===== config.mk =====
export PLATFORM = sky130hd
export DESIGN_NAME = climate_actuator_sequencer_unit
export DESIGN_NICKNAME = d
export VERILOG_FILES = /design/src/hw/rtl/cas_pkg.sv /design/src/hw/rtl/cas_csr.sv /design/src/hw/rtl/cas_core.sv /design/src/hw/rtl/climate_actuator_sequencer_unit.sv
export SDC_FILE = /design/constraint.sdc
export NUM_CORES = 1
export LEC_CHECK = 0
export ABC_AREA = 1
export BUFFER_PORTS_ARGS = -buffer_cell sky130_fd_sc_hd__buf_2
export CAP_MARGIN = 20
export CORE_MARGIN = 3
export CORE_UTILIZATION = 45
export CTS_CLUSTER_DIAMETER = 60
export DETAILED_ROUTE_END_ITERATION = 6
export SYNTH_ARGS = -nofsm -noshare
export SYNTH_HDL_FRONTEND = slang
export SYNTH_HIERARCHICAL = 1
export SYNTH_SLANG_ARGS = --single-unit

===== constraint.sdc =====
create_clock -name clock -period 8.7 [get_ports clock]
set_clock_uncertainty 0.15 [all_clocks]
set_input_delay 2.61 -clock clock [delete_from_list [all_inputs] [get_ports clock]]
set_output_delay 2.61 -clock clock [all_outputs]
set_load 0.02 [all_outputs]

===== src/hw/rtl/cas_pkg.sv =====
package cas_pkg;

   // Timing defaults for the two auto-mode hold-off windows, in ms.
   localparam logic [31:0] FAN_HOLD_MS_DEF  = 32'd60000;
   localparam logic [31:0] PUMP_HOLD_MS_DEF = 32'd300000;

   // Stream widths.
   localparam int REQ_DATA_W = 112;
   localparam int REQ_USER_W = 3;
   localparam int RSP_DATA_W = 8;

   // CSR port.
   localparam int CSR_ADDR_W = 5;
   localparam int CSR_DATA_W = 32;

   // CSR reset values.
   localparam logic signed [11:0] TEMP_HIGH_RST    = 12'sd300;
   localparam logic signed [11:0] TEMP_RECOVER_RST = 12'sd280;
   localparam logic [9:0]         HUM_HIGH_RST     = 10'd850;
   localparam logic [9:0]         HUM_RECOVER_RST  = 10'd750;
   localparam logic [9:0]         MOISTURE_LOW_RST = 10'd300;
   localparam logic [9:0]         TANK_LOW_RST     = 10'd200;
   localparam logic [9:0]         TANK_FULL_RST    = 10'd900;
   localparam logic [31:0]        PUMP_RUN_MS_RST  = 32'd10000;

   typedef enum logic [2:0] {
      REG_TEMP_HIGH    = 3'd0,
      REG_TEMP_RECOVER = 3'd1,
      REG_HUM_HIGH     = 3'd2,
      REG_HUM_RECOVER  = 3'd3,
      REG_MOISTURE_LOW = 3'd4,
      REG_TANK_LOW     = 3'd5,
      REG_TANK_FULL    = 3'd6,
      REG_PUMP_RUN_MS  = 3'd7
   } csr_reg_type;

   typedef enum logic [2:0] {
      OP_SENSOR = 3'd0,
      OP_MODE   = 3'd1,
      OP_FAN    = 3'd2,
      OP_PUMP   = 3'd3,
      OP_REFILL = 3'd4
   } op_type;

   typedef struct packed {
      logic signed [11:0] temp_high;
      logic signed [11:0] temp_recover;
      logic [9:0]         hum_high;
      logic [9:0]         hum_recover;
      logic [9:0]         moisture_low;
      logic [9:0]         tank_low;
      logic [9:0]         tank_full;
      logic [31:0]        pump_run_ms;
   } cfg_type;

   typedef struct packed {
      logic [2:0]         operation;
      logic [31:0]        now_ms;
      logic [9:0]         moisture;
      logic [9:0]         water_level;
      logic signed [11:0] temperature;
      logic [9:0]         humidity;
      logic               mode_value;
      logic               switch_on;
      logic [31:0]        run_for_ms;
   } event_type;

   typedef struct packed {
      logic fan_on;
      logic water_pump_on;
      logic refill_pump_on;
      logic auto_mode;
      logic changed;
   } result_type;

endpackage


===== src/hw/rtl/cas_csr.sv =====
module cas_csr (
   input  logic                            clock,
   input  logic                            reset,
   input  logic                            csr_psel,
   input  logic                            csr_penable,
   input  logic                            csr_pwrite,
   input  logic [cas_pkg::CSR_ADDR_W-1:0]  csr_paddr,
   input  logic [cas_pkg::CSR_DATA_W-1:0]  csr_pwdata,
   output logic [cas_pkg::CSR_DATA_W-1:0]  csr_prdata,
   output logic                            csr_pready,
   output cas_pkg::cfg_type                cfg
);

   cas_pkg::cfg_type     cfg_ff;
   cas_pkg::cfg_type     cfg_in;
   cas_pkg::csr_reg_type reg_sel;
   logic                 wr_en;

   assign csr_pready = 1'b1;
   assign wr_en      = csr_psel & csr_penable & csr_pwrite;
   assign reg_sel    = cas_pkg::csr_reg_type'(csr_paddr[4:2]);
   assign cfg        = cfg_ff;

   always_comb begin
      cfg_in = cfg_ff;
      if (wr_en) begin
         case (reg_sel)
            cas_pkg::REG_TEMP_HIGH:    cfg_in.temp_high    = $signed(csr_pwdata[11:0]);
            cas_pkg::REG_TEMP_RECOVER: cfg_in.temp_recover = $signed(csr_pwdata[11:0]);
            cas_pkg::REG_HUM_HIGH:     cfg_in.hum_high     = csr_pwdata[9:0];
            cas_pkg::REG_HUM_RECOVER:  cfg_in.hum_recover  = csr_pwdata[9:0];
            cas_pkg::REG_MOISTURE_LOW: cfg_in.moisture_low = csr_pwdata[9:0];
            cas_pkg::REG_TANK_LOW:     cfg_in.tank_low     = csr_pwdata[9:0];
            cas_pkg::REG_TANK_FULL:    cfg_in.tank_full    = csr_pwdata[9:0];
            cas_pkg::REG_PUMP_RUN_MS:  cfg_in.pump_run_ms  = csr_pwdata;
            default:                   cfg_in = cfg_ff;
         endcase
      end
   end

   always_comb begin
      case (reg_sel)
         cas_pkg::REG_TEMP_HIGH:    csr_prdata = {20'd0, cfg_ff.temp_high};
         cas_pkg::REG_TEMP_RECOVER: csr_prdata = {20'd0, cfg_ff.temp_recover};
         cas_pkg::REG_HUM_HIGH:     csr_prdata = {22'd0, cfg_ff.hum_high};
         cas_pkg::REG_HUM_RECOVER:  csr_prdata = {22'd0, cfg_ff.hum_recover};
         cas_pkg::REG_MOISTURE_LOW: csr_prdata = {22'd0, cfg_ff.moisture_low};
         cas_pkg::REG_TANK_LOW:     csr_prdata = {22'd0, cfg_ff.tank_low};
         cas_pkg::REG_TANK_FULL:    csr_prdata = {22'd0, cfg_ff.tank_full};
         cas_pkg::REG_PUMP_RUN_MS:  csr_prdata = cfg_ff.pump_run_ms;
         default:                   csr_prdata = '0;
      endcase
   end

   always_ff @(posedge clock) begin
      if (reset) begin
         cfg_ff.temp_high    <= cas_pkg::TEMP_HIGH_RST;
         cfg_ff.temp_recover <= cas_pkg::TEMP_RECOVER_RST;
         cfg_ff.hum_high     <= cas_pkg::HUM_HIGH_RST;
         cfg_ff.hum_recover  <= cas_pkg::HUM_RECOVER_RST;
         cfg_ff.moisture_low <= cas_pkg::MOISTURE_LOW_RST;
         cfg_ff.tank_low     <= cas_pkg::TANK_LOW_RST;
         cfg_ff.tank_full    <= cas_pkg::TANK_FULL_RST;
         cfg_ff.pump_run_ms  <= cas_pkg::PUMP_RUN_MS_RST;
      end else begin
         cfg_ff <= cfg_in;
      end
   end

endmodule


===== src/hw/rtl/cas_core.sv =====
module cas_core #(
   parameter logic [31:0] FAN_HOLD_MS  = cas_pkg::FAN_HOLD_MS_DEF,
   parameter logic [31:0] PUMP_HOLD_MS = cas_pkg::PUMP_HOLD_MS_DEF
) (
   input  logic                  clock,
   input  logic                  reset,
   input  logic                  step,
   input  cas_pkg::event_type    evt,
   input  cas_pkg::cfg_type      cfg,
   output cas_pkg::result_type   result
);

   // Actuator and timer state.
   logic        mode_auto_ff,    mode_auto_in;
   logic        fan_state_ff,    fan_state_in;
   logic        fan_by_auto_ff,  fan_by_auto_in;
   logic        pump_state_ff,   pump_state_in;
   logic        refill_state_ff, refill_state_in;
   logic [31:0] fan_last_ff,     fan_last_in;
   logic [31:0] pump_stop_ff,    pump_stop_in;
   logic [31:0] pump_start_ff,   pump_start_in;

   cas_pkg::op_type op;
   logic        chg;
   logic        hot, cool, tank_ok;
   logic        fan_gap_ok, pump_gap_ok, pump_due;
   logic [31:0] fan_elapsed, pump_elapsed, auto_stop, manual_stop;

   assign op           = cas_pkg::op_type'(evt.operation);
   assign fan_elapsed  = evt.now_ms - fan_last_ff;
   assign pump_elapsed = evt.now_ms - pump_start_ff;
   assign fan_gap_ok   = fan_elapsed >= FAN_HOLD_MS;
   assign pump_gap_ok  = (pump_elapsed >= PUMP_HOLD_MS) || (pump_start_ff == '0);
   assign pump_due     = evt.now_ms >= pump_stop_ff;
   assign auto_stop    = evt.now_ms + cfg.pump_run_ms;
   assign manual_stop  = evt.now_ms + evt.run_for_ms;
   assign hot  = ($signed(evt.temperature) > $signed(cfg.temp_high)) ||
                 (evt.humidity > cfg.hum_high);
   assign cool = ($signed(evt.temperature) <= $signed(cfg.temp_recover)) &&
                 (evt.humidity <= cfg.hum_recover);
   assign tank_ok = (evt.water_level >= cfg.tank_low) && !refill_state_ff;

   always_comb begin
      mode_auto_in    = mode_auto_ff;
      fan_state_in    = fan_state_ff;
      fan_by_auto_in  = fan_by_auto_ff;
      pump_state_in   = pump_state_ff;
      refill_state_in = refill_state_ff;
      fan_last_in     = fan_last_ff;
      pump_stop_in    = pump_stop_ff;
      pump_start_in   = pump_start_ff;
      chg             = 1'b0;
      case (op)
         cas_pkg::OP_SENSOR: begin
            // Pump timer runs out in either mode.
            if (pump_state_ff && pump_due) begin
               pump_state_in = 1'b0;
               chg           = 1'b1;
            end
            if (mode_auto_ff) begin
               if (hot && !fan_state_ff) begin
                  if (fan_gap_ok || (fan_last_ff == '0)) begin
                     fan_state_in   = 1'b1;
                     fan_by_auto_in = 1'b1;
                     fan_last_in    = evt.now_ms;
                     chg            = 1'b1;
                  end
               end else if (cool && fan_state_ff && fan_by_auto_ff) begin
                  if (fan_gap_ok) begin
                     fan_state_in   = 1'b0;
                     fan_by_auto_in = 1'b0;
                     fan_last_in    = evt.now_ms;
                     chg            = 1'b1;
                  end
               end
               // Irrigation may restart in the same beat the timer expired.
               if (!pump_state_in && (evt.moisture < cfg.moisture_low) && tank_ok &&
                   pump_gap_ok) begin
                  pump_state_in = 1'b1;
                  pump_stop_in  = auto_stop;
                  pump_start_in = evt.now_ms;
                  chg           = 1'b1;
               end
               if (!refill_state_ff && (evt.water_level < cfg.tank_low)) begin
                  refill_state_in = 1'b1;
                  chg             = 1'b1;
               end else if (refill_state_ff && (evt.water_level >= cfg.tank_full)) begin
                  refill_state_in = 1'b0;
                  chg             = 1'b1;
               end
            end
         end
         cas_pkg::OP_MODE: begin
            if (evt.mode_value != mode_auto_ff) begin
               mode_auto_in = evt.mode_value;
               // To manual: drop auto's fan, refill, pump if auto ever ran it.
               if (!evt.mode_value) begin
                  if (fan_by_auto_ff && fan_state_ff) begin
                     fan_state_in   = 1'b0;
                     fan_by_auto_in = 1'b0;
                  end
                  if (pump_state_ff && (pump_start_ff != '0)) begin
                     pump_state_in = 1'b0;
                     pump_stop_in  = '0;
                  end
                  refill_state_in = 1'b0;
               end
            end
         end
         cas_pkg::OP_FAN: begin
            if (fan_state_ff != evt.switch_on) begin
               fan_state_in   = evt.switch_on;
               fan_by_auto_in = 1'b0;
            end
         end
         cas_pkg::OP_PUMP: begin
            pump_state_in = evt.switch_on;
            pump_stop_in  = evt.switch_on ? manual_stop : '0;
         end
         cas_pkg::OP_REFILL: begin
            refill_state_in = evt.switch_on;
         end
         default: begin
            chg = 1'b0;
         end
      endcase
   end

   assign result.fan_on         = fan_state_in;
   assign result.water_pump_on  = pump_state_in;
   assign result.refill_pump_on = refill_state_in;
   assign result.auto_mode      = mode_auto_in;
   assign result.changed        = chg;

   always_ff @(posedge clock) begin
      if (reset) begin
         mode_auto_ff    <= 1'b1;
         fan_state_ff    <= 1'b0;
         fan_by_auto_ff  <= 1'b0;
         pump_state_ff   <= 1'b0;
         refill_state_ff <= 1'b0;
         fan_last_ff     <= '0;
         pump_stop_ff    <= '0;
         pump_start_ff   <= '0;
      end else if (step) begin
         mode_auto_ff    <= mode_auto_in;
         fan_state_ff    <= fan_state_in;
         fan_by_auto_ff  <= fan_by_auto_in;
         pump_state_ff   <= pump_state_in;
         refill_state_ff <= refill_state_in;
         fan_last_ff     <= fan_last_in;
         pump_stop_ff    <= pump_stop_in;
         pump_start_ff   <= pump_start_in;
      end
   end

   a_fan_auto_implies_on: assert property (@(posedge clock) disable iff (reset)
      fan_by_auto_ff |-> fan_state_ff)
      else $error("fan marked auto-started while off");

   a_manual_sensor_no_pump_start: assert property (@(posedge clock) disable iff (reset)
      (step && (op == cas_pkg::OP_SENSOR) && !mode_auto_ff) |=>
         (!pump_state_ff || $past(pump_state_ff)))
      else $error("sensor beat started the pump in manual mode");

   a_manual_drops_refill: assert property (@(posedge clock) disable iff (reset)
      (step && (op == cas_pkg::OP_MODE) && mode_auto_ff && !evt.mode_value) |=>
         (!refill_state_ff && !mode_auto_ff))
      else $error("refill pump survived switch to manual");

endmodule


===== src/hw/rtl/climate_actuator_sequencer_unit.sv =====
// Channel  | Dir | Handshake            | Payload
// req_     | in  | req_tvalid/tready    | tdata: event fields, tuser: operation
// rsp_     | out | rsp_tvalid/tready    | tdata: actuator bits and changed flag
// csr_     | in  | APB psel/penable     | 8 registers at byte address 4*index
//
// One beat per cycle sustained while rsp_tready is high; rsp_tvalid is registered.
// Beats pass through an input register, then one pass of compare/add logic that
// updates the actuator state and loads the result register in the same edge.
// Reset (synchronous) clears both holding registers, sets auto mode and turns
// every actuator off; CSRs return to their defaults.
// A stalled rsp side holds the result register; the input register then stays
// put and req_tready drops only while both registers are full and rsp_tready is low.
module climate_actuator_sequencer_unit #(
   parameter logic [31:0] FAN_HOLD_MS  = cas_pkg::FAN_HOLD_MS_DEF,
   parameter logic [31:0] PUMP_HOLD_MS = cas_pkg::PUMP_HOLD_MS_DEF
) (
   input  logic                            clock,
   input  logic                            reset,
   // now_ms[31:0], moisture[41:32], water_level[51:42], temperature[63:52],
   // humidity[73:64], mode_value[74], switch_on[75], run_for_ms[107:76], zero pad
   input  logic [cas_pkg::REQ_DATA_W-1:0]  req_tdata,
   // operation[2:0]
   input  logic [cas_pkg::REQ_USER_W-1:0]  req_tuser,
   input  logic                            req_tvalid,
   output logic                            req_tready,
   // fan_on[0], water_pump_on[1], refill_pump_on[2], auto_mode[3], changed[4], zero pad
   output logic [cas_pkg::RSP_DATA_W-1:0]  rsp_tdata,
   output logic                            rsp_tvalid,
   input  logic                            rsp_tready,
   input  logic                            csr_psel,
   input  logic                            csr_penable,
   input  logic                            csr_pwrite,
   input  logic [cas_pkg::CSR_ADDR_W-1:0]  csr_paddr,
   input  logic [cas_pkg::CSR_DATA_W-1:0]  csr_pwdata,
   output logic [cas_pkg::CSR_DATA_W-1:0]  csr_prdata,
   output logic                            csr_pready
);

   cas_pkg::cfg_type    cfg;
   cas_pkg::event_type  evt_ff, evt_in;
   cas_pkg::result_type result;
   logic                evt_valid_ff, evt_valid_in;
   logic                rsp_valid_ff, rsp_valid_in;
   logic [4:0]          rsp_bits_ff;
   logic                advance;
   logic                req_fire;

   // Move the held event into the result register when the output slot frees up.
   assign advance    = evt_valid_ff && (!rsp_valid_ff || rsp_tready);
   assign req_tready = !evt_valid_ff || advance;
   assign req_fire   = req_tvalid && req_tready;

   assign evt_valid_in = req_fire || (evt_valid_ff && !advance);
   assign rsp_valid_in = advance || (rsp_valid_ff && !rsp_tready);

   // Unpack the incoming beat.
   always_comb begin
      evt_in.operation   = req_tuser;
      evt_in.now_ms      = req_tdata[31:0];
      evt_in.moisture    = req_tdata[41:32];
      evt_in.water_level = req_tdata[51:42];
      evt_in.temperature = $signed(req_tdata[63:52]);
      evt_in.humidity    = req_tdata[73:64];
      evt_in.mode_value  = req_tdata[74];
      evt_in.switch_on   = req_tdata[75];
      evt_in.run_for_ms  = req_tdata[107:76];
   end

   assign rsp_tvalid = rsp_valid_ff;
   assign rsp_tdata  = {3'b000, rsp_bits_ff};

   cas_csr u_csr (
      .clock       (clock),
      .reset       (reset),
      .csr_psel    (csr_psel),
      .csr_penable (csr_penable),
      .csr_pwrite  (csr_pwrite),
      .csr_paddr   (csr_paddr),
      .csr_pwdata  (csr_pwdata),
      .csr_prdata  (csr_prdata),
      .csr_pready  (csr_pready),
      .cfg         (cfg)
   );

   cas_core #(
      .FAN_HOLD_MS  (FAN_HOLD_MS),
      .PUMP_HOLD_MS (PUMP_HOLD_MS)
   ) u_core (
      .clock  (clock),
      .reset  (reset),
      .step   (advance),
      .evt    (evt_ff),
      .cfg    (cfg),
      .result (result)
   );

   // Control flags.
   always_ff @(posedge clock) begin
      if (reset) begin
         evt_valid_ff <= 1'b0;
         rsp_valid_ff <= 1'b0;
      end else begin
         evt_valid_ff <= evt_valid_in;
         rsp_valid_ff <= rsp_valid_in;
      end
   end

   // Payload: event on accept, result bits on advance; hold otherwise.
   always_ff @(posedge clock) begin
      if (req_fire) begin
         evt_ff <= evt_in;
      end
      if (advance) begin
         rsp_bits_ff <= {result.changed, result.auto_mode, result.refill_pump_on,
                         result.water_pump_on, result.fan_on};
      end
   end

   a_no_overrun: assert property (@(posedge clock) disable iff (reset)
      (evt_valid_ff && rsp_valid_ff && !rsp_tready) |-> !req_tready)
      else $error("input beat accepted with both stages blocked");

   a_advance_loads_rsp: assert property (@(posedge clock) disable iff (reset)
      advance |=> rsp_valid_ff)
      else $error("advanced beat did not reach the result register");

   a_stall_keeps_event: assert property (@(posedge clock) disable iff (reset)
      (evt_valid_ff && !advance) |=> (evt_valid_ff && $stable(evt_ff)))
      else $error("held event lost while output stalled");

endmodule


# Word level (Yosys, flattened, before mapping)
# Index checks and enable logic that the tools add are counted.
# totals
reg_bits,325
output_inout_bits,43
word_cells,179
# op_classes
add_sub_neg,4
n_lt_le_gt_ge,11
eq_ne,24
mux,57
n_bitwise,2
reduce_logical,52
# ops
op,n
$mux 32,10
$pmux 32 s8,1
$pmux 32 s3,1
$add 32x32->32,2
$logic_not 32->1,2
$sub 32x32->32,2
$mux 1,41
$ge 32x16->1 const B,1
$ge 32x19->1 const B,1
$ge 32x32->1,1
$reduce_bool 32->1,1
$ge 10x10->1,2
$lt 10x10->1,2
$logic_and 1x1->1,17
$reduce_and 2->1,8
$eq 3x3->1 const B,5
$eq 3x2->1 const B,4
$gt 12x12->1,1
$le 12x12->1,1
$ne 2x1->1 const B,6
$pmux 1 s3,4
$gt 10x10->1,1
$le 10x10->1,1
$reduce_and 10->1,1
other kinds (14),34

# Depth between registers and ports, before layout
# depth
ltp_word,12
ltp_mapped,26
mapped_depth_nobuf,25

# By module
# The synthesis kept the hierarchy.
# by_module_without_submodules
module,instances,cells_per_inst,area_each_um2,seq_area_each_um2
cas_core,1,2557,15254.6,2021.9
cas_csr,1,712,4765.8,2122.0
climate_actuator_sequencer_unit,1,132,3601.0,3523.4

# Worst setup path after synthesis
# No wires, ideal clock.
# synth_path
kind,input to output
start,input csr_paddr[3] (netlist bit)
end,output csr_prdata[0] (netlist bit)
arrival_time_ps,3530
required_ps,5940
slack_ps,2410
path_stages,7
n_path_buf,2
path_cell_list,buf_2 > nor2_2 > clkbuf_1 > nand3_1 > nand2_1 > nor2_1 > nand3_1
# synth_between
elab_chain_len,2
# synth_rtl
element,line,text
start: declaration,climate_actuator_sequencer_unit.sv:33,"input logic [cas_pkg::CSR_ADDR_W-1:0] csr_paddr,"
$eq 3x3->1 (tied with other cells),cas_csr.sv:42,case (reg_sel)
$pmux 32 s8 *,cas_csr.sv:42,
end: declaration,climate_actuator_sequencer_unit.sv:35,"output logic [cas_pkg::CSR_DATA_W-1:0] csr_prdata,"
# Mark *: on every way between the ends. The rest lies on a longest branch, timed or not.

# Worst setup path after layout
# layout_path
start,input csr_paddr[4] (netlist bit)
end,output csr_prdata[4] (netlist bit)
# The elaborated chain is that of the path after synthesis.

==> impl_results.md <==
* GP Congestion at 0.926
* # hold bufs at CTS at 0
* # fillers at 5211
* Top delay family on crit path: simple AND/OR/NAND/NOR gates
* Slowest CP cell: nor2_1
* Pin count of the biggest net entering global routing at 106
* Post-DRT Antenna Nets at 0
* Most common cell after layout, fill and taps aside: nand2_1
* WS Path Type: input port to primary output
* CP required at 5940 ps
* Synth Area per Inst at 6.95 sq um
* Max-Cap Viols at 0
* H-tree depth at 2
* P_leak at roughly 12 nW
* CP endpoint kind: primary output
* Worst-path clk slew at 60 ps
* R2R depth at 21
* Reg2reg setup slack at 4230 ps
* Core region area at 51600 sq um
* Post-synth EDFFs at 116
* Layout Area Growth over Synthesis at 11.6%
* Gr usage total at 27.4%
* VDD IR max at 125 uV
* CP Depth at 8
* Starting Density at 45.8%
* Slew @ Worst Pin at 1020 ps
* TritonRoute pass-1 iters at 7
* Die area at 55300 sq um
* Peak Freq at ~130 MHz
* Max-slew violations at 0
* Aggregate routed wire length at 78600 microns
* Fraction of registers with async set/reset at 0%
* Slowest stage delay, CP at just under 800 ps
* Pint at ~2.9 mW
* CTS tree: yes
* Final nets at 3945
* Seq cells post-synth at 325
* Hold depth at 2
* Slew margin rel. at about a third
* Switch share at 30.0%
* Avg WL per Cell at 18.4 microns
* Cell Area, Synth at about 24000 sq um
* Critical path cell sequence: buf_2 -> inv_2 -> nor2_1 -> nand2_1 -> nand2_1 -> nor2_1 -> nand3_1 -> buf_2
* Root Buffer Master: clkbuf_16
* Hold Vio Cnt, Final at 0
* Die X at 235 microns
* Final setup vio count at 0
* Leading register cell type out of synthesis: dfxtp_1
* GR Overflow Total at 0
* DRC viols at 1
* Outcome: finished, violations left
* Num CTS Buffers at 41
* Sequential area share after synthesis at about a third
* N_diodes at 0
* Most frequent cells in the layout: nand2_1 (733), nor2_1 (482), inv_1 (436)
* Postcts setup bufs at 0
* Vias per cell at 5.36
* Post-cts sizing count at 0
* Comb pwr share at 18.2%
* Vias at 22866
* Fin crit period at 7550 ps
* RSZ-0062 raised after global routing: false
* Startpoint Class: input port
* Clock buffer depth at 3
* Failing checks: design-rule violations
* Clock latency on the worst-skew pair at 560 ps
* Cell count after synthesis at around 3400
* NetSw at 1.24 mW
* Worst Path Buf+Inv at 3
* Drt initial violations at 1786
* PortBufs at 191
* Sink Count at 325
* First-pass GRT wire length at about 120000 microns
* Worst min path class: flip-flop to flip-flop
* Initial antenna violation count at 1
* Power per cell area at between 150 and 200 nW/um^2
* WP data arrival at 4790 ps
* Tcrit/Tclk final at 86.8%
* Share of cells above drive strength 1 at 11.6%
* Setup tns final at 0 ps
* Ports at roughly 200
* Std cell rows at 83
* Ys Warns at 6
* Crit Path Max Fanout at 35
* Part of the power in registers at between 40 and 50%
* Die H at 235 microns
* Clk pwr share at 40.8%
* Netlist cell types at 58
* Hpwl dp at 61400 microns
* Vias in the first global route at about 21000
* Util after Layout at 51.1%
area by class of cell:
| cell class | instances | area (sq um) | area share (%) |
|---|---|---|---|
| repair buffers | 209 | 1100 | 4.17 |
| inverters | 463 | 1750 | 6.64 |
| clock buffers | 56 | 1170 | 4.46 |
| multi-input cells | 2511 | 13600 | 51.8 |
| well taps | 680 | 851 | 3.23 |
| flip-flops and latches | 325 | 7670 | 29.1 |
| clock inverters | 20 | 174 | 0.660 |
synthesized netlist by cell type, drive strengths merged (14+ instances only):
library cell,n,area [sq um]
nor2,524,2090
nand3,219,1120
nand2,765,2990
clkbuf,39,146
inv,461,1740
or2,19,119
nand3b,17,128
dfxtp,209,4180
buf,65,429
xnor2,14,123
ha,231,2890
nand4,78,488
a21oi,248,1290
nor4,26,184
nor3,23,135
edfxtp,116,3480
o211ai,16,120
xor2,20,175
o21ai,235,1180
routing by layer:
metal / track usage (%) / vias up / wire (microns)
met3: 4.03 / 131 / 4840
li1: - / 11513 / -
met5: 0 / - / 13
met2: 44.4 / 756 / 35100
met4: 10.7 / 2 / 3150
met1: 37.0 / 10464 / 35500
worst reg2reg max path, stage by stage (launching register included):
cell,delay (ps)
edfxtp_1,710
inv_1,270
fa_1,480
inv_1,70
nand3_1,60
nand2_1,140
nand2_1,70
nand2_1,130
nand2_1,70
nand2_1,140
nand3_1,100
nand3_1,130
xor2_1,160
nor2_1,70
nand2_1,70
nor2_2,50
nand2_2,140
nand3_2,130
nor2_4,530
inv_2,440
nor2_1,210
nor2_1,60
power groups by stage:
stage / combinational, mW / clock (mW) / sequential, mW
floorplan: 0.527 / 0 / 1.70
global placement: 0.729 / 0 / 1.73
detailed placement: 0.742 / 0 / 1.73
CTS: 0.745 / 1.72 / 1.70
global route: 0.844 / 1.78 / 1.70
finish: 0.754 / 1.69 / 1.70
registers in the layout, summed over array words and instances, names as in the netlist, 5 cells and up:
name                  count
u_core/pump_stop_ff      32
u_core/fan_last_ff       32
u_core/pump_start_ff     32
rsp_bits_ff               5
u_csr/cfg               106
evt_ff                  111
logic make-up after synthesis:
kind of cell | Yosys count | share of synthesized area, %
AND/OR/NAND/NOR | 1674 | 30.8
XOR/XNOR | 34 | 1.26
other | 2 | 0.0318
AO/OA/AOI/OAI | 564 | 13.0
buffers and inverters | 567 | 9.84
adder cells (fa/ha/maj) | 235 | 12.6
flip-flops | 325 | 32.5
worst paths after layout:
kind,from,end
min reg2reg,u_core/fan_last_ff[11],u_core/fan_last_ff[11]
min,u_core/fan_last_ff[11],u_core/fan_last_ff[11]
max,csr_paddr[4],csr_prdata[4]
max reg2reg,evt_ff[77],u_core/pump_start_ff[19]
per-stage QoR:
stage | setup slack [ps] | cell area [sq um] | std cells | hold slack (ps) | total power [mW]
after floorplan | 2410 | 23600 | 3403 | 289 | 2.22
after global placement | 1300 | 25000 | 4187 | 298 | 2.46
after detailed placement | 1190 | 25000 | 4187 | 303 | 2.47
after CTS | 1180 | 26300 | 4263 | 310 | 4.16
after global routing | 948 | 26400 | 4264 | 323 | 4.33
final | 1150 | 26400 | 4264 | 311 | 4.14
(Power assumes the default switching activity.)
